--- config.mk ---
export PLATFORM = sky130hd
export DESIGN_NAME = lspb_ram
export DESIGN_NICKNAME = d
export VERILOG_FILES = /design/src/lspb_ram.sv
export SDC_FILE = /design/constraint.sdc
export NUM_CORES = 1
export LEC_CHECK = 0
export ABC_CLOCK_PERIOD_IN_PS = 3100
export BUFFER_PORTS_ARGS = -buffer_cell sky130_fd_sc_hd__buf_2
export CORE_ASPECT_RATIO = 1.25
export CORE_MARGIN = 3
export CORE_UTILIZATION = 65
export CTS_BUF_LIST = sky130_fd_sc_hd__clkbuf_4 sky130_fd_sc_hd__clkbuf_8 sky130_fd_sc_hd__clkbuf_16
export CTS_CLUSTER_SIZE = 16
export DETAILED_ROUTE_END_ITERATION = 8
export PLACE_DENSITY = 0.84
export SLEW_MARGIN = 5
export SYNTH_ARGS = -nofsm -noshare
export SYNTH_HDL_FRONTEND = slang
export SYNTH_SLANG_ARGS = --single-unit
--- constraint.sdc ---
create_clock -name clk_i -period 3.1 [get_ports clk_i]
set_clock_uncertainty 0.15 [all_clocks]
set_input_delay 0.155 -clock clk_i [delete_from_list [all_inputs] [get_ports clk_i]]
set_output_delay 0.155 -clock clk_i [all_outputs]
set_load 0.02 [all_outputs]
--- src/lspb_ram.sv ---
module lspb_ram #(
  parameter int unsigned Width = 8,
  parameter int unsigned Depth = 16
) (
  input  logic                     clk_i,
  input  logic                     we_i,
  input  logic [$clog2(Depth)-1:0] waddr_i,
  input  logic [Width-1:0]         wdata_i,
  input  logic [$clog2(Depth)-1:0] raddr_i,
  output logic [Width-1:0]         rdata_o
);
  logic [Width-1:0] mem_q [Depth];

  always_ff @(posedge clk_i) begin
    if (we_i) mem_q[waddr_i] <= wdata_i;
    rdata_o <= mem_q[raddr_i];
  end
endmodule

==> results.py, run 1 <==
metrics = {
    "setup_path": {
        "critical_path_class": "in2reg",
        "cp.arrival_ns": 1.84,
        "crit_path_end_kind": "flip-flop",
        "worstPathCellList": "dlygate4sd3_1, buf_2, nand2b_1, nor2_1",
        "worst_setup_path_start_kind": "input port",
        "cp_max_fo": 8,
        "cp.required_ns": 3.10,
        "max_stage_delay_ns": 0.75,
        "rr_worst_depth": 3,
        "cp_slowest_cell": "nor2_1",
    },
    "yosys": {
        "syn_nets": 247,
        "ys_seq_elements": 136,
        "synth_warnings": 0,
        "synthesis.area_um2": 5150,
        "synthCells": 229,
        "seq_area_frac_synth": 0.778,
        "syn_area_per_cell_um2": 22.5,
        "synth_cell_types": 19,
    },
    "die": {
        "io_pins": 26,
        "coreArea_um2": 7530,
        "die_h_um": 105,
        "start_util": 0.683,
        "die_w_um": 85.6,
        "die_area_um2": 9030,
        "row_count": 35,
    },
    "clock_network": {
        "cts_tree": "yes",
        "clock-sinks": 136,
        "post_cts_resized": 0,
        "clock-root-buffer": "clkbuf_8",
        "cts_max_level": 4,
        "cts_buffers": 17,
        "cts_buffer_depth": 2,
        "clk_pin_slew_ns": 0.06,
        "clkLatencyLatePin_ns": 0.53,
    },
    "timing": {
        "finalMaxSlewViolations": 0,
        "max_slew.worst_pin.slew_ns": 1.00,
        "rsz0062_at_grt": "no",
        "hold_ws_ns": 0.0656,
        "fmax_mhz": 544,
        "relSlewSlack": 0.328,
        "setup_viol": 0,
        "period_share": 0.593,
        "setup-tns-final_ns": 0,
        "min_period_ns": 1.84,
        "hold_viol_final": 0,
    },
    "detailed_routing": {
        "drtIter0Drc": 196,
        "routed_wl_um": 10200,
        "antenna_violating_nets_post_route": 0,
        "wl_per_cell_um": 26.4,
        "dr.pass1.iters": 4,
        "avgViaCountPerCell": 6.54,
        "route.vias.total": 2517,
        "remaining_drc_errors": 0,
    },
    "power_and_ir_drop": {
        "clkPwrFrac": 0.461,
        "switchingPower_uw": 858,
        "comb_power_share": 0.049,
        "power_leakage_uw": 0.00205,
        "switching_share": 0.203,
        "p_int_uw": 3360,
        "power_density_nw_per_um2": 699,
        "ir_drop_v": 0.000702,
        "p_seq_frac": 0.490,
    },
    "grt": {
        "grt_pass1_wl_um": 15800,
        "grt_pass1_vias": 2765,
        "gr-total-overflow": 0,
        "grt_antenna_before_repair": 0,
        "grt_max_degree": 33,
        "gr-usage-all-layers": 0.255,
    },
    "job": {
        "maxCapViolCount": 0,
    },
    "placement": {
        "portBuffers": 25,
        "gp_congestion": 0.771,
        "hpwlAfterDp_um": 5910,
    },
    "layout": {
        "layout_common_cells": "128 x edfxtp_1, 25 x buf_2, 18 x mux4_2",
        "area_delta_synth_final_pct": 17.3,
        "nets": 298,
        "final_common_cell": "edfxtp_1",
        "antenna_cells": 0,
        "drive_gt1_frac": 0.270,
    },
    "hold_path": {
        "worstHoldPathType": "in2reg",
        "whs_path_depth": 4,
    },
    "outcome": {
        "status": "complete, no violations",
    },
}
registers in the layout, summed over array words and instances, names as in the netlist:
| register | flops |
|---|---|
| mem_q | 128 |
| rdata_o | 8 |
area by class of cell:
type | instances | area, um^2
Tap cell | 92 | 115
Timing Repair Buffer | 42 | 280
Sequential cell | 136 | 4000
Clock buffer | 18 | 422
Fill cell | 367 | 1500
Multi-Input combinational cell | 83 | 1060
Clock inverter | 14 | 158
final timing paths:
path	from	endpoint	slack [ns]
hold / removal	raddr_i[2]	rdata_o[2]$_DFF_P_	0.07
setup reg to reg	mem_q[0][0]$_DFFE_PP_	rdata_o[0]$_DFF_P_	1.49
hold reg to reg	mem_q[14][2]$_DFFE_PP_	rdata_o[2]$_DFF_P_	0.51
setup / recovery	waddr_i[1]	mem_q[1][5]$_DFFE_PP_	1.26
repair_timing:
| item | in CTS | in global routing |
|---|---|---|
| buffers inserted | 0 | 0 |
| hold buffers | 11 | 0 |
| endpoints found under the hold margin | 134 | 0 |
kinds of logic after synthesis:
logic type	Yosys count	share of synthesized area
buf+inv	10	0.0168
simple gates	35	0.0318
compound gates	16	0.0233
mux	32	0.150
flops	136	0.778
through the flow:
step | setup WS, ns | util | cells | power [uW] | instance area [um^2]
after detailed placement | 1.04 | 0.710 | 342 | 2300 | 5350
after floorplan | 1.30 | - | 229 | 2220 | 5150
after global routing | 1.23 | 0.801 | 385 | 4340 | 6040
final | 1.26 | 0.801 | 385 | 4220 | 6040
after CTS | 1.29 | 0.801 | 385 | 4240 | 6040
after global placement | 1.07 | 0.710 | 342 | 2290 | 5350
cells in the mapped netlist (all sizes together):
| cell | count | area share |
|---|---|---|
| nand2 | 9 | 0.0066 |
| nor3 | 4 | 0.0039 |
| mux4 | 32 | 0.15 |
| and2 | 1 | 0.0012 |
| nand3b | 2 | 0.0029 |
| or3b | 1 | 0.0017 |
| nor2b | 1 | 0.0012 |
| edfxtp | 128 | 0.75 |
| clkdlybuf4s25 | 3 | 0.0058 |
| dfxtp | 8 | 0.031 |
| nand2b | 2 | 0.0024 |
| nand3 | 1 | 0.00097 |
| nor2 | 13 | 0.0095 |
| buf | 7 | 0.011 |
| a22oi | 16 | 0.023 |
| and2b | 1 | 0.0015 |
worst max-delay path, delay by kind of cell:
| family | cells | cell delay (ns) |
|---|---|---|
| AND/OR/NAND/NOR | 2 | 0.98 |
| buffers and inverters | 2 | 0.70 |
power groups by stage:
stage	clock, uW	combinational, uW	sequential [uW]
3_3_place_gp	0	187	2100
2_1_floorplan	0	104	2120
3_5_place_dp	0	192	2110
5_1_grt	2050	221	2070
4_1_cts	1960	206	2070
6_report	1950	206	2070
metal layers:
layer  GRT usage  up-vias  wire, um
li1            -     1078         -
met1       0.326     1286      3850
met2       0.409      127      5360
met3      0.0844       26       714
met4      0.0973        0       221
met5           0        -         0
Power figures use the tool's default switching activity.
==> run 2, diff against run 1 <==
ABC_CLOCK_PERIOD_IN_PS = 1800   (was 3100)
CORE_UTILIZATION = 60   (was 65)
PLACE_DENSITY = 0.78   (was 0.84)
clock period = 1.8 ns   (was 3.1 ns; I/O delays follow)
==> results.py, run 2 (synthesis results as in run 1) <==
metrics = {
    "power_and_ir_drop": {
        "power_leakage_uw": 0.00220,
        "switchingPower_uw": 1420,
        "ir_drop_v": 0.000859,
        "power_density_nw_per_um2": 1170,
        "fin_total_pwr_uw": 7310,
        "clkPwrFrac": 0.459,
        "comb_power_share": 0.053,
        "p_seq_frac": 0.488,
        "switching_share": 0.195,
        "p_int_uw": 5880,
    },
    "timing": {
        "setup-tns-final_ns": 0,
        "hold_viol_final": 0,
        "min_period_ns": 1.66,
        "fmax_mhz": 604,
        "rsz0062_at_grt": "no",
        "period_share": 0.920,
        "finalMaxSlewViolations": 0,
        "max_slew.worst_pin.slew_ns": 0.458,
        "relSlewSlack": 0.695,
        "setup_viol": 0,
    },
    "layout": {
        "final_common_cell": "edfxtp_1",
        "regMostFlops": "mem_q",
        "largest_reg_flops": 128,
        "area_delta_synth_final_pct": 21.8,
        "fillers": 447,
        "nets": 321,
        "antenna_cells": 0,
        "layout_common_cells": "128 x edfxtp_1, 25 x buf_2, 23 x buf_4",
        "reg_top3": "mem_q: 128 flops, rdata_o: 8 flops",
        "drive_gt1_frac": 0.320,
    },
    "setup_path": {
        "r2r-start": "mem_q[9][4]$_DFFE_PP_",
        "max_stage_delay_ns": 0.57,
        "cp_max_fo": 8,
        "path_common_cell": "dlygate4sd3_1",
        "critical_path_class": "in2reg",
        "cp.arrival_ns": 1.72,
        "cp_slowest_cell": "dlygate4sd3_1",
        "worst_setup_path_start_kind": "input port",
        "startpoint": "waddr_i[1]",
        "worstPathCellList": "dlygate4sd3_1, buf_2, nor3_1, dlygate4sd3_1, buf_4",
        "cp.required_ns": 1.87,
        "crit_path_end_kind": "flip-flop",
    },
    "placement": {
        "portBuffers": 25,
        "gp_congestion": 0.729,
        "hpwlAfterDp_um": 6290,
    },
    "clock_network": {
        "clock-sinks": 136,
        "postCtsSetupRepairBufs": 0,
        "post_cts_resized": 0,
        "cts_max_level": 4,
        "hold_buffers": 13,
        "cts_tree": "yes",
        "cts_buffer_depth": 2,
        "clock-root-buffer": "clkbuf_8",
        "clk_pin_slew_ns": 0.06,
        "cts_buffers": 17,
        "clkLatencyLatePin_ns": 0.52,
    },
    "die": {
        "row_count": 37,
        "coreArea_um2": 8290,
        "die_area_um2": 9730,
        "io_pins": 26,
        "die_h_um": 110,
        "start_util": 0.621,
        "die_w_um": 88.8,
    },
    "grt": {
        "grt_pass1_vias": 2739,
        "gr-usage-all-layers": 0.243,
        "gr-total-overflow": 0,
        "grt_pass1_wl_um": 15900,
        "grt_antenna_before_repair": 0,
        "grt_max_degree": 17,
    },
    "detailed_routing": {
        "wl_per_cell_um": 25.1,
        "route.vias.total": 2599,
        "remaining_drc_errors": 0,
        "avgViaCountPerCell": 6.29,
        "dr.pass1.iters": 4,
        "antenna_violating_nets_post_route": 0,
        "drtIter0Drc": 253,
        "routed_wl_um": 10400,
    },
    "hold_path": {
        "hp-start": "raddr_i[2]",
        "worstHoldPathType": "in2reg",
    },
    "outcome": {
        "status": "complete, no violations",
    },
    "job": {
        "maxCapViolCount": 0,
    },
}
run 2: power groups by stage:
stage	logic (uW)	clock network (uW)	registers, uW
2_1_floorplan	180	0	3650
3_3_place_gp	358	0	3620
3_5_place_dp	370	0	3630
4_1_cts	395	3370	3570
5_1_grt	421	3530	3570
6_report	389	3350	3570
run 2: area by class of cell:
type / instances / area [um^2] / share of cell area
tap: 97 / 121 / 0.0194
sequential: 136 / 4000 / 0.639
clock buffer: 22 / 452 / 0.0720
clock inverter: 10 / 128 / 0.0204
multi-input combinational: 83 / 1060 / 0.169
timing repair buffer: 65 / 508 / 0.0810
run 2: worst paths after layout:
kind / endpoint / slack (ns) / cells past startpoint
worst max-delay path: mem_q[4][2]$_DFFE_PP_ / 0.14 / 5
worst min-delay path: rdata_o[0]$_DFF_P_ / 0.02 / 5
worst max register to register: rdata_o[4]$_DFF_P_ / 0.27 / 3
worst min register to register: rdata_o[1]$_DFF_P_ / 0.53 / 3
run 2: metrics by stage:
stage / cells / utilization / worst slack, ns / instance area [um^2] / hold WS [ns]
floorplan: 229 / - / 0.0671 / 5150 / 0.0389
global placement: 368 / 0.671 / 0.0721 / 5560 / 0.326
detailed placement: 368 / 0.671 / 0.0294 / 5560 / 0.332
CTS: 413 / 0.757 / 0.185 / 6270 / 0.0103
global route: 413 / 0.757 / 0.0566 / 6270 / 0.0282
finish: 413 / 0.757 / 0.145 / 6270 / 0.0214
run 2: critical path: cells and delay by family:
family,cells,cell delay (ns)
buffers and inverters,4,1.45
and+or+nand+nor,1,0.18
run 2: per-layer routing:
layer | vias to the layer above | track usage | wire (um)
li1 | 1120 | - | -
met1 | 1352 | 0.314 | 4110
met2 | 104 | 0.388 | 5450
met3 | 23 | 0.0645 | 589
met4 | 0 | 0.108 | 210
met5 | - | 0 | 0
==> run 3, diff against run 2 <==
ABC_CLOCK_PERIOD_IN_PS = 1600   (was 1800)
CORE_UTILIZATION = 32   (was 60)
PLACE_DENSITY = 0.47   (was 0.78)
clock period = 1.6 ns   (was 1.8 ns; I/O delays follow)
==> results.py, run 3 (synthesis results as in run 1) <==
metrics = {
    "timing": {
        "fmax_mhz": 658,
        "min_period_ns": 1.52,
        "rsz0062_at_grt": "no",
        "period_share": 0.949,
        "setup_viol": 0,
        "max_slew.worst_pin.slew_ns": 0.841,
        "relSlewSlack": 0.438,
        "finalMaxSlewViolations": 0,
        "setup-tns-final_ns": 0,
        "hold_viol_final": 0,
    },
    "clock_network": {
        "cts_buffer_depth": 2,
        "cts_buffers": 17,
        "clk_pin_slew_ns": 0.06,
        "clkLatencyLatePin_ns": 0.40,
        "cts_tree": "yes",
        "clock-sinks": 136,
        "postCtsSetupRepairBufs": 0,
        "clock-root-buffer": "clkbuf_16",
        "post_cts_resized": 0,
        "cts_max_level": 4,
        "hold_buffers": 8,
    },
    "detailed_routing": {
        "route.vias.total": 2437,
        "antenna_violating_nets_post_route": 0,
        "routed_wl_um": 10600,
        "dr.pass1.iters": 4,
        "wl_met2_um": 5470,
        "remaining_drc_errors": 0,
        "highest_layer": "met4",
        "drtIter0Drc": 187,
        "wl_met1_um": 4580,
        "wl_per_cell_um": 20.3,
        "avgViaCountPerCell": 4.65,
        "wl_met3_um": 510,
    },
    "layout": {
        "antenna_cells": 0,
        "drive_gt1_frac": 0.333,
        "largest_reg_flops": 128,
        "final_common_cell": "edfxtp_1",
        "nets": 317,
        "regMostFlops": "mem_q",
        "multiInputGateArea_um2": 1060,
        "layout_common_cells": "128 x edfxtp_1, 26 x buf_4, 25 x buf_2",
        "seq_area_um2": 4000,
        "reg_top3": "mem_q: 128 flops, rdata_o: 8 flops",
        "area_delta_synth_final_pct": 24.6,
        "fillers": 1469,
    },
    "die": {
        "coreArea_um2": 15700,
        "die_h_um": 148,
        "row_count": 51,
        "start_util": 0.328,
        "die_w_um": 119,
        "die_area_um2": 17700,
        "io_pins": 26,
    },
    "grt": {
        "gr-usage-all-layers": 0.128,
        "grt_max_degree": 24,
        "grt_pass1_vias": 2662,
        "gr-total-overflow": 0,
        "grt_antenna_before_repair": 0,
        "grt_pass1_wl_um": 16100,
    },
    "setup_path": {
        "cp.required_ns": 1.74,
        "worst_setup_path_start_kind": "flip-flop",
        "critical_path_class": "reg2reg",
        "cp.arrival_ns": 1.66,
        "cp_max_fo": 1,
        "rr_worst_depth": 3,
        "crit_path_end_kind": "flip-flop",
        "r2r_slack_ns": 0.08,
        "r2r-start": "mem_q[6][3]$_DFFE_PP_",
        "worstReg2RegEnd": "rdata_o[3]$_DFF_P_",
    },
    "power_and_ir_drop": {
        "power_density_nw_per_um2": 1340,
        "power_leakage_uw": 0.00220,
        "fin_total_pwr_uw": 8620,
        "ir_drop_v": 0.000563,
    },
    "job": {
        "maxCapViolCount": 0,
    },
    "hold_path": {
        "hp-start": "raddr_i[1]",
        "whs_path_depth": 4,
        "hold_end": "rdata_o[7]$_DFF_P_",
        "worstHoldPathType": "in2reg",
    },
    "outcome": {
        "status": "complete, no violations",
    },
    "placement": {
        "portBuffers": 25,
        "hpwlAfterDp_um": 6730,
        "gp_congestion": 0.705,
    },
}
[run 3: power breakdown]
part	total [uW]	leakage, uW	switching, uW	internal (uW)
sequential	4010	0.00122	22.9	3980
combinational	431	0.000658	244	187
clock	4180	0.000315	1390	2790
[run 3: worst max-delay path: stages (launching register included)]
cell,delay [ns]
edfxtp_1,0.39
mux4_1,0.54
a22oi_1,0.26
nand2_1,0.08
[run 3: per-stage QoR]
stage,hold slack (ns),utilization,setup WS [ns],cell area [um^2],std cells
global route,0.0741,0.409,0.00532,6410,524
CTS,0.0206,0.409,0.0674,6410,524
global placement,0.328,0.363,-0.174,5690,484
floorplan,0.0289,-,0.104,5150,229
finish,0.0375,0.409,0.0812,6410,524
detailed placement,0.340,0.363,-0.143,5690,484
[run 3: worst max-delay path by stage]
stage	depth (start not counted)	slack (ns)	from	to
after CTS	3	0.07	mem_q[9][2]$_DFFE_PP_	rdata_o[2]$_DFF_P_
after detailed placement	6	-0.14	raddr_i[0]	rdata_o[1]$_DFF_P_
final	3	0.08	mem_q[6][3]$_DFFE_PP_	rdata_o[3]$_DFF_P_
after floorplan	2	0.10	waddr_i[2]	mem_q[3][0]$_DFFE_PP_
after global routing	3	0.005	mem_q[9][2]$_DFFE_PP_	rdata_o[2]$_DFF_P_
after global placement	6	-0.17	raddr_i[0]	rdata_o[1]$_DFF_P_
[run 3: layer usage]
metal	vias up	track usage
met5	-	0
met2	62	0.213
met4	0	0.0361
met1	1262	0.166
met3	2	0.0341
li1	1111	-
[run 3: final cells by class]
| type | count | share of cell area |
|---|---|---|
| Clock inverter | 13 | 0.0316 |
| Tap cell | 212 | 0.0413 |
| Clock buffer | 19 | 0.0687 |
| Sequential cell | 136 | 0.624 |
| Timing Repair Buffer | 61 | 0.0687 |
| Multi-Input combinational cell | 83 | 0.166 |
