`config.mk`:
```
export PLATFORM = sky130hd
export DESIGN_NAME = lspb_fifo
export DESIGN_NICKNAME = d
export VERILOG_FILES = /design/src/lspb_pkg.sv /design/src/lspb_fifo.sv
export SDC_FILE = /design/constraint.sdc
export NUM_CORES = 1
export LEC_CHECK = 0
export ABC_AREA = 1
export BUFFER_PORTS_ARGS = -buffer_cell sky130_fd_sc_hd__buf_2
export CAP_MARGIN = 20
export CORE_ASPECT_RATIO = 1.1
export CORE_MARGIN = 2
export CORE_UTILIZATION = 41
export CTS_BUF_LIST = sky130_fd_sc_hd__clkbuf_16
export CTS_CLUSTER_SIZE = 40
export DETAILED_ROUTE_END_ITERATION = 7
export PLACE_DENSITY = 0.67
export SLEW_MARGIN = 10
export SYNTH_ARGS = -nofsm -noshare
export SYNTH_HDL_FRONTEND = slang
export SYNTH_SLANG_ARGS = --single-unit
```
`constraint.sdc`:
```
create_clock -name clk_i -period 8.3 [get_ports clk_i]
set_input_delay 0 -clock clk_i [delete_from_list [all_inputs] [get_ports clk_i]]
set_output_delay 0 -clock clk_i [all_outputs]
set_load 0.03 [all_outputs]
```
`src/lspb_pkg.sv`:
```
package lspb_pkg;
  localparam int unsigned BufferBytes = 256;
  localparam int unsigned AngleBins   = 360;
  localparam int unsigned FullTurn    = AngleBins * 64;
  localparam int unsigned MaxSamples  = (BufferBytes - 11) / 3;
  localparam int unsigned SlotW       = $clog2(MaxSamples);
  localparam logic [13:0] DistMax     = 14'd16383;
  localparam logic signed [17:0] FullTurnS = 18'(FullTurn);

  localparam logic CfgHeaderLow  = 1'b0;
  localparam logic CfgHeaderHigh = 1'b1;

  localparam logic [1:0] KindOk    = 2'd0;
  localparam logic [1:0] KindCsErr = 2'd1;
  localparam logic [1:0] KindRead  = 2'd2;

  // Work passed from the byte front end to the packet back end.
  typedef struct packed {
    logic        is_read;
    logic [8:0]  bin;
    logic [6:0]  count;
    logic [15:0] fsa;
    logic [15:0] lsa;
    logic        cs_bad;
  } job_t;

  typedef struct packed {
    logic [1:0]  kind;
    logic [6:0]  count;
    logic [14:0] start_a;
    logic [14:0] end_a;
    logic [13:0] map_dist;
  } res_t;

  function automatic logic [13:0] conv_dist(input logic [15:0] raw);
    logic [13:0] d;
    d = {raw[15:8], 6'd0} | {8'd0, raw[7:2]};
    return d;
  endfunction
endpackage

```
`src/lspb_fifo.sv`:
```
// Two-entry job queue between parser and back end.
module lspb_fifo (
  input  logic           clk_i,
  input  logic           rst_ni,
  input  logic           push_i,
  input  lspb_pkg::job_t data_i,
  output logic           full_o,
  output logic           empty_o,
  input  logic           pop_i,
  output lspb_pkg::job_t data_o
);
  lspb_pkg::job_t mem_q [2];
  logic       wp_q, rp_q;
  logic [1:0] cnt_q;

  assign full_o  = cnt_q == 2'd2;
  assign empty_o = cnt_q == 2'd0;
  assign data_o  = mem_q[rp_q];

  always_ff @(posedge clk_i) begin
    if (push_i && !full_o) mem_q[wp_q] <= data_i;
  end

  always_ff @(posedge clk_i or negedge rst_ni) begin
    if (!rst_ni) begin
      wp_q  <= 1'b0;
      rp_q  <= 1'b0;
      cnt_q <= '0;
    end else begin
      if (push_i && !full_o) wp_q <= ~wp_q;
      if (pop_i && !empty_o) rp_q <= ~rp_q;
      cnt_q <= cnt_q + 2'(push_i && !full_o) - 2'(pop_i && !empty_o);
    end
  end
endmodule

```
==> summary.md, run 1 <==
| Metric | Value |
|---|---|
| Status | `finished, final reports clean` |
| Final Routed Wirelength | `just over 7000 um` |
| Req. time, crit path | `approximately 8300 ps` |
| Diode count | `0` |
| Final setup fails | `0` |
| Fin. Hold Viols | `0` |
| Yosys reg bits | `104` |
| Clock-pin slew on the worst setup and hold paths | `~60 ps` |
| Vias in the first global route | `approximately 2500` |
| Cells after Synth | `~300` |
| Tmin final | `between 2000 and 2500 ps` |
| Gpl congestion | `between 0.6 and 0.7` |
| Num CTS Buffers | `9` |
| LEAKAGE | `~2.4 nW` |
| Final net count | `a little over 500` |
| DP HPWL | `4070 um` |
| Cell area after placement | `4490 um^2` |
| Synth Warn # | `0` |
| Unique masters post-synth | `11` |
| CTS Root Cell | `clkbuf_16` |
| Placed cell count | `roughly 510` |
| Area grow syn2layout | `36.9%` |
| Fillers | `760` |
| Gates resized, CTS repair | `0` |
| Worst-Margin Slew | `between 900 and 1000 ps` |
| Final worst-path cycle share | `about 26%` |
| Critical path type | `reg2out` |
| DRT Pass-1 Iters | `4` |
| Register area share after synthesis | `79.3%` |
| Drt via density | `about 4.3` |
| Final Worst Setup Slack | `~6200 ps` |
| Pins Over Slew Limit | `0` |
| CP Capture Type | `primary output` |
| PD cells | `between 300 and 400 nW/um^2` |
| Clk buf depth | `2` |
| Initial antenna violation count | `0` |
| Clock skew | `about 7.8 ps` |
| Die Width | `approximately 97 um` |
| # clock sinks | `104` |
| Register Area | `~3100 um^2` |
| CTS tree | `done` |
| F_max | `between 400 and 500 MHz` |
| Syn avg cell area | `around 13 um^2` |
| Multi-input logic area | `between 600 and 700 um^2` |
| Max-slew headroom | `between 30% and 40%` |
| CP Data Arrival Time | `roughly 2100 ps` |
| R2R Setup Slk | `approximately 6500 ps` |
| Hold-fix buffers at CTS | `54` |
| Worst-Skew Late Latency | `between 300 and 400 ps` |
| Remaining DRCs | `0` |
| Total global-route track usage | `14.2%` |
| PortBufs | `between 100 and 150` |
| Die ar. | `a little over 10000 um^2` |
| Setup crit start kind | `flop` |
| RSZ-0062 raised after global routing | `no` |
| CORE AREA | `between 9000 and 10000 um^2` |
| Worst min path class | `in2reg` |
| Share of cells above drive strength 1 | `between 20% and 30%` |
| Initial Utilization | `42.1%` |
| I/O pins | `around 110` |
| Cell Area, Synth | `between 3000 and 4000 um^2` |
| Crit path max fanout | `52` |
| Routed len/inst | `about 12 um` |
| Antenna Violating Nets Remaining | `0` |
| Post-route cell area | `between 5000 and 6000 um^2` |
| Post-CTS Setup Repair Bufs | `0` |
| Die height | `about 110 um` |
| Wire length of the first global-routing pass | `11300 um` |
| Largest net degree at the start of global routing | `53` |
| TNS Setup | `0 ps` |
| IR drop worst, VDD | `163 uV` |
| Htree depth | `3` |
| Post-Place Setup Slack | `~6500 ps` |
| Net Count, Synth | `between 300 and 400` |
| DRT iter0 DRCs | `101` |
| Num rows | `37` |
| Routed vias | `roughly 2500` |
| Layout Cells excl Fill | `578` |
| Max-cap check violation count | `0` |
| GRT overflow | `0` |
==> sequential cells by signal, indices dropped and copies added, names as in the netlist <==
signal / count
rp_q: 1
mem_q: 100
cnt_q: 2
wp_q: 1
==> cells in the mapped netlist <==
library cell	count	area share, %
nand2_1	163	16
edfxtp_1	100	77
inv_1	10	0.96
buf_4	5	0.96
buf_6	5	1.4
dfrtp_1	4	2.6
nand3_1	3	0.38
ha_1	2	0.64
buf_8	1	0.38
inv_6	1	0.22
nor2_1	1	0.096
==> final timing paths <==
kind / cells past startpoint / from / to
min in group asynchronous: 3 / rst_ni / cnt_q[1]
max in group asynchronous: 3 / rst_ni / rp_q
worst max register to register: 3 / rp_q / rp_q
worst min-delay path: 2 / data_i[18] / mem_q[0][18]
worst max-delay path: 4 / rp_q / data_o[34]
worst min register to register: 2 / wp_q / wp_q
==> cell families (layout without fill, tap and decap cells) <==
group	after synthesis	after routing	synth area share, %
simple gates	167	167	16.1
flops	104	104	79.3
buf+inv	22	188	3.96
fa+ha+maj	2	2	0.639
==> power by group <==
part	switching, mW	internal [mW]
registers	0.0660	0.716
logic	0.522	0.194
clock network	0.159	0.259
total	0.748	1.17
==> metal layers <==
layer  global-route usage (%)  vias up  part of all wire, %
li1                         -     1304                    -
met1                     16.3     1135                   42
met2                     25.2       69                   52
met3                     4.21        6                  5.2
met4                     5.13        0                  1.1
met5                        0        -                    0
==> cell type report <==
class | instances | share of cell area, %
Multi-Input combinational cell | 169 | 12.4
Clock buffer | 9 | 4.20
Sequential cell | 104 | 57.9
Tap cell | 117 | 2.73
Inverter | 11 | 0.864
Timing Repair Buffer | 161 | 20.4
Clock inverter | 7 | 1.49
==> critical path, stage by stage, from the launching register on <==
cell	delay, ps
dfrtp_2	1020
inv_6	340
nand2_1	150
nand2_1	80
buf_2	180
==> cells in the final DEF (no fill, tap or decap) <==
master / n
clkinv_2: 1
edfxtp_1: 100
ha_1: 2
clkbuf_16: 9
inv_1: 12
inv_2: 1
buf_2: 105
dfrtp_1: 3
clkinv_1: 1
buf_4: 1
nand2_1: 163
buf_12: 1
bufinv_16: 2
dlygate4sd3_1: 54
nor2_4: 1
inv_6: 1
dfrtp_2: 1
nand3_1: 3
==> stage by stage <==
stage          hold WS, ps  utilization (%)  power (mW)
4_1_cts                371             57.4        1.94
3_5_place_dp          -184             48.3        1.50
6_report               393             57.6        1.92
2_1_floorplan         -296                -        1.32
5_1_grt                378             57.6        2.04
3_3_place_gp          -189             48.3        1.49
(Power assumes the default switching activity.)
==> inputs of run 2 (changes only) <==
PLACE_DENSITY = 0.69   (was 0.67)
clock period = 1.8 ns   (was 8.3 ns; I/O delays follow)
==> run 2 against run 1 <==
First-iteration DRC count down 6.9%. Design area rose by 0.56%. Clock-buffer cell count did not move. Combinational power rose to 4.9 times the previous value. Total power grew to 4.6 times the previous value. Sequential cell count is the same. Die area stayed put.
==> summary.md, run 2 (synthesis gave the netlist of run 1 again) <==
| Metric | Value |
|---|---|
| Status | `finished, final reports clean` |
| Remaining DRCs | `0` |
| Most frequent cells in the layout | `163 x nand2_1, 105 x buf_2, 100 x edfxtp_1, 54 x dlygate4sd3_1, 10 x inv_1` |
| IR drop worst, VDD | `about 990 uV` |
| Gates resized, CTS repair | `0` |
| Antenna Violating Nets Remaining | `0` |
| Clock skew | `between 9 and 10 ps` |
| Critical path endpoint | `data_o[8]` |
| Biggest register | `mem_q` |
| Area grow syn2layout | `37.7%` |
| Die height | `106 um` |
| I/O pins | `roughly 110` |
| Crit path max fanout | `~50` |
| PortBufs | `~110` |
| CTS Root Cell | `clkbuf_16` |
| LEAKAGE | `2.37 nW` |
| DRT Pass-1 Iters | `4` |
| Final net count | `roughly 520` |
| Htree depth | `3` |
| Vias in the first global route | `approximately 2600` |
| Most common cell after layout, fill and taps aside | `nand2_1` |
| Reg2reg end | `cnt_q[1]` |
| Drt via density | `4.52` |
| Placed cell count | `between 500 and 600` |
| Reg2Reg Depth | `10` |
| TNS Setup | `0 ps` |
| Critical path type | `reg2out` |
| Largest regs | `mem_q: 100 flops, cnt_q: 2 flops` |
| CTS tree | `done` |
| Clk buf depth | `2` |
| Num CTS Buffers | `9` |
| Max-slew headroom | `between 70% and 80%` |
| Fin. Hold Viols | `0` |
| Diode count | `0` |
| Final setup fails | `0` |
| CP Data Arrival Time | `1640 ps` |
| PD cells | `approximately 1600 nW/um^2` |
| R2R Setup Slk | `approximately 380 ps` |
| Share of cells above drive strength 1 | `28.0%` |
| Routed len/inst | `12.8 um` |
| Clock-pin slew on the worst setup and hold paths | `around 70 ps` |
| Req. time, crit path | `between 1500 and 2000 ps` |
| Num rows | `37` |
| DP HPWL | `between 4000 and 5000 um` |
| Layout Cells excl Fill | `582` |
| Gpl congestion | `between 0.7 and 0.8` |
| CP startpoint | `rp_q` |
| CP Capture Type | `primary output` |
| Design Power | `between 8 and 9 mW` |
| Fillers | `740` |
| Initial antenna violation count | `0` |
| Die ar. | `slightly above 10000 um^2` |
| Final Routed Wirelength | `7480 um` |
| Setup crit start kind | `flop` |
| Routed vias | `between 2000 and 3000` |
| RSZ-0062 raised after global routing | `no` |
| F_max | `608 MHz` |
| RR Startpoint | `cnt_q[1]` |
| Final worst-path cycle share | `between 90% and 100%` |
| # clock sinks | `~100` |
| Worst min path class | `in2reg` |
| Largest net degree at the start of global routing | `between 50 and 60` |
| Wire length of the first global-routing pass | `approximately 12000 um` |
| Max-cap check violation count | `0` |
| CORE AREA | `around 9300 um^2` |
| Worst-Margin Slew | `383 ps` |
| Largest register FFs | `100` |
| Pins Over Slew Limit | `0` |
| Worst-Skew Late Latency | `330 ps` |
| Tmin final | `about 1600 ps` |
| Total global-route track usage | `14.5%` |
| Die Width | `~100 um` |
| GRT overflow | `0` |
| DRT iter0 DRCs | `94` |
| Initial Utilization | `between 40% and 50%` |
==> run 2: worst min path at each step <==
stage                     startpoint        to  slack, ps  cells after the start
after global routing          push_i      wp_q         60                      3
after CTS                     push_i      wp_q         30                      3
after global placement        rst_ni  cnt_q[1]       -180                      1
after floorplan               rst_ni  cnt_q[0]       -300                      0
after detailed placement      rst_ni  cnt_q[1]       -180                      1
final                         push_i      wp_q         50                      3
==> run 2: power by group <==
part	switching [mW]	internal [mW]	leakage, nW
Sequential	0.191	3.30	0.977
Combinational	2.57	0.953	1.24
Clock	0.854	0.971	0.147
Total	3.62	5.22	2.37
==> run 2: routing by layer <==
metal / global-route usage, % / vias to the layer above / routed length [um]
met5: 0 / - / 0
met4: 6.34 / 0 / 146
met3: 3.62 / 12 / 328
met2: 26.9 / 68 / 3950
met1: 15.4 / 1238 / 3060
li1: - / 1312 / -
==> run 2: critical path, cell delays in order, from the launching register on <==
cell and delay [ps]:
dfrtp_2 550, inv_6 360, nand2_1 90, nand2_1 100, buf_2 200
==> run 2: final cells by class <==
cell class / instances / area [um^2] / area share, %
clock buffers: 9 / 225 / 4.18
clock inverters: 7 / 63.8 / 1.18
inverters: 11 / 50.0 / 0.929
multi-input cells: 169 / 663 / 12.3
flip-flops and latches: 104 / 3100 / 57.6
well taps: 117 / 146 / 2.72
repair buffers: 165 / 1140 / 21.1
==> run 2: what timing repair did <==
| item | in CTS | in global routing |
|---|---|---|
| endpoints found under the hold margin | 105 | 0 |
| hold buffers | 54 | 0 |
| setup buffers | 0 | 0 |
==> run 2: stage by stage <==
| step | setup slack, ps | util (%) | area [um^2] | hold slack (ps) |
|---|---|---|---|---|
| 5_1_grt | 21.1 | 57.9 | 5390 | 62.2 |
| 2_1_floorplan | 59.2 | - | 3930 | -296 |
| 4_1_cts | 124 | 57.9 | 5390 | 32.4 |
| 3_5_place_dp | 368 | 49.0 | 4560 | -182 |
| 6_report | 156 | 57.9 | 5390 | 53.0 |
| 3_3_place_gp | 457 | 49.0 | 4560 | -181 |
==> inputs of run 3 (changes only) <==
CTS_BUF_LIST = sky130_fd_sc_hd__clkbuf_8   (was sky130_fd_sc_hd__clkbuf_16)
==> run 3 against run 2 <==
Via count rose by 0.27%. Design area shrank 2.0%. Routed wire length did not move. First-iteration DRC count is 13% lower.
==> summary.md, run 3 (synthesis gave the netlist of run 1 again) <==
| Metric | Value |
|---|---|
| Status | `finished, final reports clean` |
| RR Startpoint | `cnt_q[1]` |
| Final Worst Setup Slack | `about 120 ps` |
| PD cells | `around 1600 nW/um^2` |
| Routed len/inst | `12.9 um` |
| Die ar. | `about 10000 um^2` |
| Share of cells above drive strength 1 | `28.0%` |
| Max-slew headroom | `about 73%` |
| Biggest register | `mem_q` |
| Remaining DRCs | `0` |
| Largest net degree at the start of global routing | `52` |
| Largest register FFs | `100` |
| GRT overflow | `0` |
| IR drop worst, VDD | `roughly 900 uV` |
| Final Routed Wirelength | `approximately 7500 um` |
| Gpl congestion | `roughly 0.72` |
| CP Capture Type | `primary output` |
| Total global-route track usage | `between 10 and 15%` |
| Diode count | `0` |
| Fin. Hold Viols | `0` |
| CP Data Arrival Time | `1680 ps` |
| DRT Pass-1 Iters | `4` |
| Wire length of the first global-routing pass | `approximately 12000 um` |
| Vias in the first global route | `about 2600` |
| Clk buf depth | `2` |
| Reg2Reg Depth | `10` |
| Worst-Skew Late Latency | `~360 ps` |
| Critical path type | `reg2out` |
| Drt via density | `between 4 and 5` |
| CORE AREA | `just over 9000 um^2` |
| Max-cap check violation count | `0` |
| Routed vias | `approximately 2600` |
| Hold-critical path endpoint | `wp_q` |
| Final worst-path cycle share | `between 90 and 100%` |
| CTS tree | `done` |
| Htree depth | `3` |
| Initial Utilization | `a little over two fifths` |
| Clock-pin slew on the worst setup and hold paths | `~100 ps` |
| Tmin final | `roughly 1700 ps` |
| # clock sinks | `roughly 100` |
| LEAKAGE | `around 2.3 nW` |
| Req. time, crit path | `approximately 1800 ps` |
| Final net count | `515` |
| Die Width | `about 100 um` |
| RSZ-0062 raised after global routing | `no` |
| Worst min path class | `in2reg` |
| Pins Over Slew Limit | `0` |
| PortBufs | `approximately 110` |
| I/O pins | `around 110` |
| Num CTS Buffers | `9` |
| Post-Place Setup Slack | `approximately 370 ps` |
| Most common cell after layout, fill and taps aside | `nand2_1` |
| Hold Crit Depth | `3` |
| F_max | `between 500 and 600 MHz` |
| Antenna Violating Nets Remaining | `0` |
| Reg2reg end | `cnt_q[1]` |
| Clock skew | `between 15 and 20 ps` |
| Num rows | `37` |
| Initial antenna violation count | `0` |
| DRT iter0 DRCs | `between 80 and 90` |
| Largest regs | `mem_q: 100 flops, cnt_q: 2 flops` |
| Setup crit start kind | `flop` |
| Hold_sp | `push_i` |
| Die height | `~110 um` |
| R2R Setup Slk | `370 ps` |
| Final setup fails | `0` |
| DP HPWL | `approximately 4500 um` |
| Most frequent cells in the layout | `163 x nand2_1, 105 x buf_2, 100 x edfxtp_1, 53 x dlygate4sd3_1, 10 x inv_1` |
| TNS Setup | `0 ps` |
| Area grow syn2layout | `34.9%` |
| CTS Root Cell | `clkbuf_8` |
| Crit path max fanout | `21` |
| Worst-Margin Slew | `~410 ps` |
==> run 3: worst max-delay path by stage <==
stage	startpoint	to	slack, ps	depth (start not counted)
global route	rp_q	data_o[15]	10	4
detailed placement	cnt_q[0]	cnt_q[1]	370	9
finish	rp_q	data_o[15]	120	4
CTS	rp_q	data_o[38]	90	4
floorplan	cnt_q[1]	mem_q[1][0]	60	3
global placement	cnt_q[0]	cnt_q[1]	460	9
==> run 3: worst max-delay path: stages (launching register included) <==
cell and delay [ps]:
dfrtp_2 630, buf_4 330, nand2_1 80, nand2_1 90, buf_2 190
==> run 3: routing by layer <==
| metal | wire, um | GRT usage (%) | vias up |
|---|---|---|---|
| met2 | 3940 | 27.2 | 74 |
| li1 | - | - | 1308 |
| met1 | 3030 | 15.4 | 1240 |
| met4 | 187 | 7.14 | 0 |
| met3 | 327 | 2.63 | 15 |
| met5 | 0 | 0 | - |
==> run 3: layout make-up <==
class / count / area (um^2)
clock buffers: 9 / 124
clock inverters: 7 / 63.8
fillers: 753 / 4030
inverters: 11 / 52.6
multi-input cells: 169 / 663
flip-flops and latches: 104 / 3100
well taps: 117 / 146
repair buffers: 164 / 1130
==> run 3: timing repair <==
item | in CTS | in global routing
hold buffers | 53 | 0
setup buffers | 0 | 0
resized for setup | 0 | 1
setup endpoints to repair | 0 | 1
hold endpoints to repair | 105 | 0
==> run 3: power breakdown <==
part | total, mW | switching [mW] | internal, mW
clock | 1.34 | 0.806 | 0.537
combinational | 3.53 | 2.57 | 0.955
sequential | 3.49 | 0.196 | 3.29
==> run 3: per-stage QoR <==
step	cells	hold WS, ps	util, %	area (um^2)	power, mW
detailed placement	512	-182	49.0	4560	7.03
floorplan	295	-296	-	3930	6.09
global placement	512	-181	49.0	4560	6.97
CTS	581	9.90	56.7	5280	8.46
global route	581	37.2	56.7	5280	8.85
finish	581	28.9	56.7	5280	8.36
