<file path="src/lspb_pkg.sv">
package lspb_pkg;
  localparam int unsigned BufferBytes = 256;
  localparam int unsigned AngleBins   = 360;
  localparam int unsigned FullTurn    = AngleBins * 64;
  localparam int unsigned MaxSamples  = (BufferBytes - 11) / 3;
  localparam int unsigned SlotW       = $clog2(MaxSamples);
  localparam logic [13:0] DistMax     = 14'd16383;
  localparam logic signed [17:0] FullTurnS = 18'(FullTurn);

  localparam logic CfgHeaderLow  = 1'b0;
  localparam logic CfgHeaderHigh = 1'b1;

  localparam logic [1:0] KindOk    = 2'd0;
  localparam logic [1:0] KindCsErr = 2'd1;
  localparam logic [1:0] KindRead  = 2'd2;

  // Work passed from the byte front end to the packet back end.
  typedef struct packed {
    logic        is_read;
    logic [8:0]  bin;
    logic [6:0]  count;
    logic [15:0] fsa;
    logic [15:0] lsa;
    logic        cs_bad;
  } job_t;

  typedef struct packed {
    logic [1:0]  kind;
    logic [6:0]  count;
    logic [14:0] start_a;
    logic [14:0] end_a;
    logic [13:0] map_dist;
  } res_t;

  function automatic logic [13:0] conv_dist(input logic [15:0] raw);
    logic [13:0] d;
    d = {raw[15:8], 6'd0} | {8'd0, raw[7:2]};
    return d;
  endfunction
endpackage

</file>
<file path="src/lspb_front.sv">
// Header parser, sample capture and running checksum.
module lspb_front (
  input  logic                clk_i,
  input  logic                rst_ni,
  input  logic [7:0]          header_low_i,
  input  logic [7:0]          header_high_i,
  input  logic                push_i,
  input  logic                action_i,
  input  logic [7:0]          rx_byte_i,
  input  logic [8:0]          bin_index_i,
  output logic                full_o,
  output logic                job_push_o,
  output lspb_pkg::job_t      job_o,
  input  logic                job_full_i,
  input  logic                pkt_done_i,
  output logic                sw_we_o,
  output logic [lspb_pkg::SlotW-1:0] sw_addr_o,
  output logic [15:0]         sw_data_o
);
  typedef enum logic [1:0] {HuntLo, HuntHi, Head, Samp} st_e;

  st_e         st_q;
  logic [2:0]  hpos_q;
  logic [63:0] hf_q;
  logic [15:0] x_q;
  logic [6:0]  slot_q;
  logic [1:0]  part_q;
  logic [7:0]  ilo_q;
  logic        pkt_busy_q;

  logic        take;
  logic [15:0] x_b;
  logic [9:0]  need;

  // sample bytes wait while the back end still reads the previous packet
  assign full_o = job_full_i || (pkt_busy_q && st_q == Samp);
  assign take   = push_i && !full_o;
  assign need   = {rx_byte_i, 1'b0} + {2'd0, rx_byte_i} + 10'd10;

  always_comb begin
    x_b = x_q;
    if (part_q == 2'd0) x_b = x_q ^ {8'd0, rx_byte_i};
    else if (part_q == 2'd1) x_b = x_q ^ {8'd0, rx_byte_i};
    else x_b = x_q ^ {rx_byte_i, 8'd0};
  end

  assign sw_we_o   = take && !action_i && st_q == Samp && part_q == 2'd2;
  assign sw_addr_o = slot_q;
  assign sw_data_o = {rx_byte_i, ilo_q};

  always_comb begin
    job_push_o     = 1'b0;
    job_o          = '0;
    job_o.bin      = bin_index_i;
    job_o.count    = hf_q[14:8];
    job_o.fsa      = hf_q[31:16];
    job_o.lsa      = hf_q[47:32];
    job_o.cs_bad   = (x_b ^ {header_high_i, header_low_i}) != hf_q[63:48];
    if (take && action_i) begin
      job_push_o    = 1'b1;
      job_o.is_read = 1'b1;
    end else if (take && st_q == Samp && part_q == 2'd2 && slot_q + 7'd1 == hf_q[14:8]) begin
      job_push_o = 1'b1;
    end
  end

  always_ff @(posedge clk_i or negedge rst_ni) begin
    if (!rst_ni) begin
      st_q       <= HuntLo;
      hpos_q     <= '0;
      hf_q       <= '0;
      x_q        <= '0;
      slot_q     <= '0;
      part_q     <= '0;
      ilo_q      <= '0;
      pkt_busy_q <= 1'b0;
    end else begin
      if (job_push_o && !job_o.is_read) pkt_busy_q <= 1'b1;
      else if (pkt_done_i) pkt_busy_q <= 1'b0;
      if (take && !action_i) begin
        unique case (st_q)
          HuntLo: if (rx_byte_i == header_low_i) st_q <= HuntHi;
          HuntHi: begin
            if (rx_byte_i == header_high_i) begin
              st_q   <= Head;
              hpos_q <= '0;
              hf_q   <= '0;
            end
          end
          Head: begin
            if (hpos_q == 3'd1 && (rx_byte_i == 8'd0 ||
                need >= 10'(lspb_pkg::BufferBytes))) begin
              st_q <= HuntLo;
              hf_q <= '0;
            end else begin
              hf_q[hpos_q*8 +: 8] <= rx_byte_i;
              hpos_q <= hpos_q + 3'd1;
              if (hpos_q == 3'd7) begin
                st_q   <= Samp;
                slot_q <= '0;
                part_q <= '0;
                x_q    <= hf_q[15:0] ^ hf_q[31:16] ^ hf_q[47:32];
              end
            end
          end
          Samp: begin
            x_q <= x_b;
            if (part_q == 2'd1) ilo_q <= rx_byte_i;
            if (part_q == 2'd2) begin
              part_q <= '0;
              slot_q <= slot_q + 7'd1;
              if (slot_q + 7'd1 == hf_q[14:8]) st_q <= HuntLo;
            end else begin
              part_q <= part_q + 2'd1;
            end
          end
          default: st_q <= HuntLo;
        endcase
      end
    end
  end
endmodule

</file>
<file path="config.mk">
export PLATFORM = sky130hd
export DESIGN_NAME = lspb_front
export DESIGN_NICKNAME = d
export VERILOG_FILES = /design/src/lspb_pkg.sv /design/src/lspb_front.sv
export SDC_FILE = /design/constraint.sdc
export NUM_CORES = 1
export LEC_CHECK = 0
export BUFFER_PORTS_ARGS = -buffer_cell sky130_fd_sc_hd__buf_2
export CORE_UTILIZATION = 59
export CTS_BUF_LIST = sky130_fd_sc_hd__clkbuf_4
export DETAILED_ROUTE_END_ITERATION = 10
export PLACE_DENSITY_LB_ADDON = 0.15
export SLEW_MARGIN = 20
export SYNTH_ARGS = -nofsm -noshare
export SYNTH_HDL_FRONTEND = slang
export SYNTH_SLANG_ARGS = --single-unit
export TNS_END_PERCENT = 30
</file>
<file path="constraint.sdc">
create_clock -name clk_i -period 3.2 [get_ports clk_i]
set_clock_uncertainty 0.05 [all_clocks]
set_input_delay 0.32 -clock clk_i [delete_from_list [all_inputs] [get_ports clk_i]]
set_output_delay 0.32 -clock clk_i [all_outputs]
set_load 0.1 [all_outputs]
</file>
==> impl_summary.md, run 1 <==
Placed design
The number of port buffers is 96. The placer congestion estimate is approximately 0.9. Detailed placement ended at an HPWL of ~13 mm. After detailed placement, the total cell area comes to ~6900 um2. The post-place setup slack is -39.7 ps.

Worst setup path
The most critical setup path has its startpoint at sw_addr_o[0]$_DFFE_PN0P_. The count of buffer and inverter cells on the critical path is 1. The signal arrival time at the worst endpoint is ~2600 ps. The source of the worst register-to-register timing path is hpos_q[0]$_DFFE_PN0P_. In this design, the stage delay of the slowest critical-path cell is 460 ps. For the worst flop-to-flop path, the logic depth is 7. The category of the worst setup path capture point is an output port. The start-to-end type of the worst setup path is reg -> out.

The register-to-register setup slack is about 660 ps. The endpoint required time on the critical path is ~2800 ps. The endpoint of the worst setup timing path is job_push_o.

The peak fanout along the critical path is 5. The cell family contributing the most delay on the critical path is simple AND/OR/NAND/NOR gates. The endpoint of the worst-slack reg-to-reg timing path is hf_q[48]$_DFFE_PN0P_. The signal on the critical path passes through ha_1, and2_1, o21ai_0, o311ai_1, o31ai_1, nand4_1, nor2b_1, o21a_1, buf_8. The critical path runs through a total of 9 cells.

The worst-path cell with the longest stage delay is sky130_fd_sc_hd__dfrtp_2. STA classifies the critical path startpoint as a flop.

CTS
Clock latency on the worst-skew pair, taken at its later pin, is 460 ps. The tree built by TritonCTS fans out to just over 100 sinks. Clock-pin slew was measured on the worst setup and hold paths at ~150 ps.

The clock tree root buffer cell is sky130_fd_sc_hd__clkbuf_4. The CTS tree is yes. The depth of the CTS H-tree is 3. The maximum number of buffers from clock root to sink is 2. The number of buffers created by CTS is 9.

Final layout
Measured on the finished design, the core utilization comes to 65.6%. From synthesis to final layout, the design area changed by 8.47%. The fraction of final layout cells with drive strength greater than 1 is a little under a quarter. The final-layout fill cell count is ~870. The post-layout net count is 760. The finished cells cover roughly 7100 um2.

The count of inserted antenna diode cells is 0.

Detailed routing
The via total after detailed routing is approximately 5,300. The post-route antenna net violation count is 0. For this run, the detailed router's first-pass iteration total came to 7. The aggregate routed wire length is between 15 and 20 mm. In the routed layout, each cell is associated on average with a via count of around 6.2. The residual DRC count is 0. Dividing the detail-routed wire length by the instance count gives 20.6 um. In this run, the number of DRC markers left after iteration 0 of detailed routing was approximately 370.

Timing
The tightest hold path in the finished design has a slack of between 100 and 150 ps. The time the final worst path needs with I/O delays and setup is 2960 ps. The part of the cycle the worst path needs is approximately 90%. Setup repair after global routing left no endpoint under its margin. The worst pin sits at a relative slew slack of 53.0%.

The post-route worst setup slack is 237 ps. The number of endpoints with negative hold slack in the final report is 0. The count of final setup violators is 0. The number of slew-limit violations in the final report is 0. The highest attainable clock frequency is 338 MHz. At the pin with the least slew margin, the transition time is between 700 and 800 ps.

Logic synthesis
For this run, asynchronously set or reset flops after synthesis account for 100%. The synthesized cell area is 6530 um2. In this run, synthesis produced a sequential element count of 103. In this run the mean area of a mapped cell was 10.1 um2. Among all flip-flop cells after synthesis, the most frequent one is sky130_fd_sc_hd__dfrtp_1. The count of cell types in the netlist is 53. Counting every net in the synthesized netlist gives 709. In the synthesized netlist, the number of instances is about 650. The total number of yosys warnings is 0. Summing the sequential cell areas from Yosys gives between 30% and 40% of the chip area. Counting flops with a built-in enable in the synthesized netlist gives 0.

Floorplanning
The die outline height is 107 um. The standard-cell row count is 38. The initial core utilization is 60.5%. The die area is between 10,000 and 15,000 um2.

The floorplan step defined a core boundary enclosing ~11,000 um2. In this run the count of I/O pins placed on the die edge is 115. In this run the horizontal extent of the chip is between 100 and 150 um.

GRT
The total global routing track utilization is between 30 and 40%. Entering global routing, the biggest net connects 53 pins. The first global-routing pass estimated 27.3 mm of wire. The initial antenna violation count is 0. The via count of the first global-routing pass is 5,101. Summed over all layers, the global routing overflow is 0.

Pwr
The standby leakage power is 3.35 nW. The areal power density over the cells is approximately 600 nW/um2. Across the VDD grid, the largest voltage drop is around 0.59 mV.

Worst hold path
The worst hold path belongs to the class in -> reg.

Outcome
The flow ran to the end, and the final reports show no timing, DRC or antenna violations.

Flow run
Across the run, the number of max-cap violations was 0.
==> tightest hold or removal path: stages <==
cell and delay (ps):
sky130_fd_sc_hd__buf_2 90, sky130_fd_sc_hd__inv_1 80, sky130_fd_sc_hd__o21ai_0 150
==> kinds of logic after synthesis <==
family,share of synthesized area (%)
AO/OA/AOI/OAI,19.8
AND/OR/NAND/NOR,11.2
buffers and inverters,10.6
XOR/XNOR,14.1
flip-flops,39.5
adder cells (fa/ha/maj),4.22
multiplexers,0.671
==> layout make-up <==
class / instances / area (um2) / share of cell area (%)
multi-input combinational: 430 / 3270 / 46.1
inverter: 18 / 67.6 / 0.954
sequential: 103 / 2580 / 36.4
timing repair buffer: 137 / 831 / 11.7
tap: 140 / 175 / 2.47
clock buffer: 11 / 82.6 / 1.17
clock inverter: 5 / 81.3 / 1.15
==> layout by cell type, fill, tap and decap left out, types with 9 or more instances in the layout <==
cell type / synthesis / final
sky130_fd_sc_hd__a211oi_1: 16 / 16
sky130_fd_sc_hd__a21oi_1: 40 / 40
sky130_fd_sc_hd__a32o_1: 65 / 65
sky130_fd_sc_hd__and3_1: 11 / 11
sky130_fd_sc_hd__and4_1: 9 / 9
sky130_fd_sc_hd__buf_2: 3 / 94
sky130_fd_sc_hd__buf_4: 56 / 38
sky130_fd_sc_hd__clkbuf_4: 0 / 11
sky130_fd_sc_hd__dfrtp_1: 103 / 102
sky130_fd_sc_hd__ha_1: 22 / 22
sky130_fd_sc_hd__inv_1: 18 / 18
sky130_fd_sc_hd__nand2_1: 35 / 35
sky130_fd_sc_hd__nand3_1: 11 / 11
sky130_fd_sc_hd__nor2_1: 18 / 18
sky130_fd_sc_hd__o21ai_0: 13 / 13
sky130_fd_sc_hd__xnor2_1: 66 / 66
sky130_fd_sc_hd__xor2_1: 39 / 39
==> per-layer routing <==
layer	wire [um]	part of all wire [%]	vias up	track usage, %
li1	-	-	2407	-
met2	8270	48	238	50.1
met3	1220	7.1	35	4.50
met4	458	2.6	0	12.3
met1	7400	43	2589	43.0
met5	0	0	-	0
==> where the power goes <==
part | internal [mW] | switching (mW)
clock | 0.337 | 0.444
sequential | 1.49 | 0.209
combinational | 0.555 | 1.22
total | 2.38 | 1.87
==> registers in the layout (all words and copies together), names as in the netlist <==
register    cells
hf_q           64
hpos_q          3
ilo_q           8
part_q          2
pkt_busy_q      1
st_q            2
sw_addr_o       7
x_q            16
==> worst min-delay path by stage <==
stage	slack (ps)	from	depth (start not counted)	end
floorplan	-30	rst_ni	0	hf_q[0]$_DFFE_PN0P_
CTS	130	rx_byte_i[7]	3	ilo_q[7]$_DFFE_PN0P_
finish	150	rx_byte_i[7]	3	ilo_q[7]$_DFFE_PN0P_
global placement	340	rst_ni	1	ilo_q[7]$_DFFE_PN0P_
detailed placement	350	rst_ni	1	ilo_q[2]$_DFFE_PN0P_
global route	160	rx_byte_i[7]	3	ilo_q[7]$_DFFE_PN0P_
==> synth_stat cells (4+ instances only) <==
library cell	instances	area share, %
sky130_fd_sc_hd__nor3_1	5	0.38
sky130_fd_sc_hd__o21ai_0	13	1.0
sky130_fd_sc_hd__nand4_1	4	0.38
sky130_fd_sc_hd__a31oi_1	5	0.48
sky130_fd_sc_hd__nand3_1	11	0.84
sky130_fd_sc_hd__xnor2_1	66	8.9
sky130_fd_sc_hd__a211oi_1	16	1.8
sky130_fd_sc_hd__dfrtp_1	103	39
sky130_fd_sc_hd__o21ai_1	5	0.38
sky130_fd_sc_hd__and3_1	11	1.1
sky130_fd_sc_hd__o31ai_1	4	0.46
sky130_fd_sc_hd__nor2_1	18	1.0
sky130_fd_sc_hd__a32o_1	65	10
sky130_fd_sc_hd__a21oi_1	40	3.1
sky130_fd_sc_hd__buf_6	6	1.0
sky130_fd_sc_hd__nand2_1	35	2.0
sky130_fd_sc_hd__xor2_1	39	5.2
sky130_fd_sc_hd__nand2b_1	8	0.77
sky130_fd_sc_hd__and2_1	4	0.38
sky130_fd_sc_hd__buf_1	5	0.29
sky130_fd_sc_hd__nor2b_1	6	0.57
sky130_fd_sc_hd__nor4_1	7	0.67
sky130_fd_sc_hd__buf_4	56	6.4
sky130_fd_sc_hd__clkbuf_1	27	1.6
sky130_fd_sc_hd__inv_1	18	1.0
sky130_fd_sc_hd__and4_1	9	1.2
sky130_fd_sc_hd__ha_1	22	4.2
==> per-stage QoR <==
| stage | setup TNS [ps] | total power [mW] | instances |
|---|---|---|---|
| 2_1_floorplan | 0 | 3.06 | 648 |
| 3_3_place_gp | 0 | 3.42 | 824 |
| 3_5_place_dp | -108 | 3.46 | 824 |
| 4_1_cts | 0 | 4.24 | 842 |
| 5_1_grt | 0 | 4.45 | 844 |
| 6_report | 0 | 4.25 | 844 |
==> timing repair <==
| item | CTS | global route |
|---|---|---|
| hold buffers | 2 | 0 |
| gates resized for setup | 1 | 3 |
| endpoints found under the setup margin | 1 | 1 |
| pin swaps | 0 | 1 |
| endpoints found under the hold margin | 52 | 0 |
| buffers inserted | 0 | 2 |
No activity file was read; power rests on OpenSTA's default activity.
==> inputs of run 2 (changes only) <==
--- a/config.mk
+++ b/config.mk
@@ -8,3 +8,3 @@
 export BUFFER_PORTS_ARGS = -buffer_cell sky130_fd_sc_hd__buf_2
-export CORE_UTILIZATION = 59
+export CORE_UTILIZATION = 40
 export CTS_BUF_LIST = sky130_fd_sc_hd__clkbuf_4
==> constraint.sdc (replaced) <==
create_clock -name clk_i -period 3.2 [get_ports clk_i]
set_clock_uncertainty 0.05 [all_clocks]
set_input_delay 0.16 -clock clk_i [delete_from_list [all_inputs] [get_ports clk_i]]
set_output_delay 0.16 -clock clk_i [all_outputs]
set_load 0.01 [all_outputs]
==> impl_summary.md, run 2 (synthesis gave the netlist of run 1 again) <==
Outcome
The run finished with clean final reports.

Final layout
The area growth from synthesis to layout is 10.8%. The most common cell after layout, fill and taps aside is sky130_fd_sc_hd__dfrtp_1. The post-layout net count is 765 (+0.66%). hf_q holds more flip-flops than any other register. The count of placed standard cells in the final layout, fillers left out is 927 (+9.8%). The fraction of final layout cells with drive strength greater than 1 is 23.6% (+0.12 points).

The top cell types in the final layout, fill and taps aside, are 103 x sky130_fd_sc_hd__dfrtp_1, 95 x sky130_fd_sc_hd__buf_2, 66 x sky130_fd_sc_hd__xnor2_1. The largest registers in the layout are hf_q x64, x_q x16, ilo_q x8. The final standard cell utilization of the core is 45.5% (-20 points).

The number of flip-flops under the largest register name came to 64 (unchanged).

CTS
The clock-pin slew on the worst setup and hold paths is 170 ps (+20 ps). The number of sinks driven by the clock tree is 103 (unchanged). The number of buffers created by CTS is 9 (unchanged). The maximum number of buffers from clock root to sink is 2 (unchanged). The clock latency at the later pin of the worst-skew pair is 490 ps (+30 ps). Clock tree synthesis selected as its root buffer the cell sky130_fd_sc_hd__clkbuf_4. The CTS tree is yes. The depth of the CTS H-tree is 3 (unchanged).

Worst setup path
The register-to-register setup slack is 280 ps (-380 ps). The endpoint identified for the worst register-to-register timing path is sw_addr_o[3]$_DFFE_PN0P_. The number of cells traversed by the worst register-to-register path is 7 (unchanged). The critical path in this run is classified as in -> reg. The critical path goes through dlygate4sd3_1, buf_2, inv_1, ha_1, inv_1, ha_1, o211ai_1, or2_2, o221ai_1, o311a_1, or2_4, nor3_4, buf_12, buf_4, a32o_1. The signal arrival time at the worst endpoint is 3440 ps (+850 ps). The peak per-stage delay on the critical path is 550 ps (+90 ps).

The peak fanout along the critical path is 10 (+5). The worst setup path is launched from a primary input. The endpoint required time on the critical path is 3570 ps (+740 ps). The source of the worst register-to-register timing path is st_q[1]$_DFFE_PN0P_.

The worst-path cell with the longest stage delay is sky130_fd_sc_hd__dlygate4sd3_1. The category of the worst setup path capture point is a flop.

Detailed routing
The routed length per instance is 19.9 um (-3.3%). The residual DRC count came to 0 (unchanged). The aggregate routed wire length is 18.4 mm (+6.2%). The via total after detailed routing is 5,204 (-1.2%).

The count of routing violations after the opening detailed-route iteration was 309 (-16%). The vias per cell is 5.61 (-10%). The iteration count of the initial detailed-routing pass is 4 (-3). The post-route antenna net violation count is 0 (unchanged).

Timing
The actual slew at the worst max-slew pin is 953 ps (+248 ps). The number of slew-limit violations in the final report is 0 (unchanged). The remaining max-slew budget at the tightest pin is 36.4% (-17 points). The final total negative setup slack is 0 ps (unchanged). The time the final worst path needs with I/O delays and setup is 3080 ps (+115 ps). The count of final setup violators came to 0 (unchanged). The highest attainable clock frequency is 325 MHz (-3.7%).

The number of endpoints with negative hold slack in the final report is 0 (unchanged). Setup repair after global routing left no endpoint under its margin. The part of the cycle the worst path needs is 96.2% (+3.6 points).

GRT
The via count of the first global-routing pass is 5,153 (+1.0%). The initial antenna violation count came to 1 (+1). The total global routing track utilization is 22.6% (-8.7 points). The wire length of the first global-routing pass came to 28.6 mm (+4.9%).

The largest net degree at the start of global routing was 50 (-5.7%). The overflow left after global routing came to 0 (unchanged).

Pwr
The share of total power in combinational logic is 33.0% (-8.7 points). The maximum vdd drop is 0.219 mV (-63%). The post-layout total power was 3.60 mW (-15%). The switching part of the total is 36.8% (-7.1 points). The total internal power was 2.27 mW (-4.5%). The sequential fraction of design power is 47.6% (+7.7 points).

The net switching power of the design was 1.33 mW (-29%). The standby leakage power is 3.37 nW (+0.61%). The areal power density over the cells is 498 nW/um2 (-17%). The power share of the clock group came to 19.5% (+1.1 points).

Worst hold path
The worst hold path depth came to 4 (+1). The worst min-delay path endpoint is ilo_q[5]$_DFFE_PN0P_. The source of the worst hold timing path is rx_byte_i[5]. The tightest min-delay check is of the in -> reg type.

Placed design
The number of port buffers came to 96 (unchanged). The HPWL after detailed placement is 13.3 mm (+5.7%). The placer congestion estimate is 0.827 (-8.3%). The cell total after placement came to 901 (+9.3%).

Floorplanning
The placeable core area was 15,900 um2 (+47%). The initial core utilization is 41.1% (-19 points). The die area is 16,800 um2 (+47%). The die outline height was 130 um (+21%). The width of the die is 130 um (+21%). The standard-cell row count is 46 (+21%). The number of I/O pins came to 115 (unchanged).

Flow run
The number of maximum-capacitance violations came to 0 (unchanged).
==> run 2: changes by cell type in the layout (fill, tap and decap cells not counted), moves of 2 or more <==
cell	delta
sky130_fd_sc_hd__nor3_2	-2
sky130_fd_sc_hd__diode_2	+2
sky130_fd_sc_hd__clkinv_2	+2
sky130_fd_sc_hd__dlygate4sd3_1	+4
==> run 2: power groups by stage <==
stage / logic, mW / clock network [mW] / registers [mW]
floorplan: 0.827 / 0 / 1.67
global placement: 1.17 / 0 / 1.72
detailed placement: 1.19 / 0 / 1.74
CTS: 1.20 / 0.727 / 1.71
global route: 1.32 / 0.780 / 1.74
finish: 1.19 / 0.700 / 1.71
==> run 2: worst max path at each step <==
| stage | startpoint | endpoint | slack [ps] | depth (start not counted) |
|---|---|---|---|---|
| 6_report | rx_byte_i[3] | hf_q[36]$_DFFE_PN0P_ | 120 | 15 |
| 5_1_grt | rx_byte_i[4] | hf_q[35]$_DFFE_PN0P_ | 10 | 13 |
| 4_1_cts | rx_byte_i[4] | hf_q[9]$_DFFE_PN0P_ | 40 | 12 |
| 3_5_place_dp | rx_byte_i[4] | hf_q[11]$_DFFE_PN0P_ | 40 | 11 |
| 3_3_place_gp | rx_byte_i[4] | hf_q[9]$_DFFE_PN0P_ | 140 | 11 |
| 2_1_floorplan | rx_byte_i[6] | st_q[0]$_DFFE_PN0P_ | 510 | 11 |
==> run 2: layout make-up <==
class / instances / area, um2
tap: 216 / 270
timing repair buffer: 142 / 898
multi-input combinational: 430 / 3280
clock buffer: 10 / 75.1
fill: 1586 / 8650
antenna: 2 / 5.00
clock inverter: 6 / 60.1
inverter: 18 / 67.6
sequential: 103 / 2580
==> run 2: worst max-delay path, delay by kind of cell <==
family / cells / cell delay [ps]
fa+ha+maj: 2 / 450
simple gates: 3 / 740
buf+inv: 6 / 1170
compound gates: 4 / 920
==> run 2: per-stage QoR <==
| step | hold WS (ps) | worst slack, ps | cell area (um2) |
|---|---|---|---|
| 6_report | 57.1 | 122 | 7230 |
| 4_1_cts | 18.4 | 42.2 | 7160 |
| 2_1_floorplan | -186 | 511 | 6530 |
| 5_1_grt | 43.0 | 10.1 | 7230 |
| 3_3_place_gp | 270 | 143 | 6950 |
| 3_5_place_dp | 197 | 37.7 | 6970 |
==> run 2: metal layers <==
metal	routed length (um)	up-vias	track usage [%]
met5	0	-	0
met4	308	0	7.59
met3	839	24	2.87
met2	8470	159	36.2
met1	8800	2598	31.5
li1	-	2423	-
==> run 2: what timing repair did <==
item / 4_1_cts / 5_1_grt
endpoints found under the hold margin: 52 / 0
setup endpoints to repair: 0 / 56
hold buffers: 6 / 0
gates resized for setup: 0 / 5
buffers inserted: 0 / 1
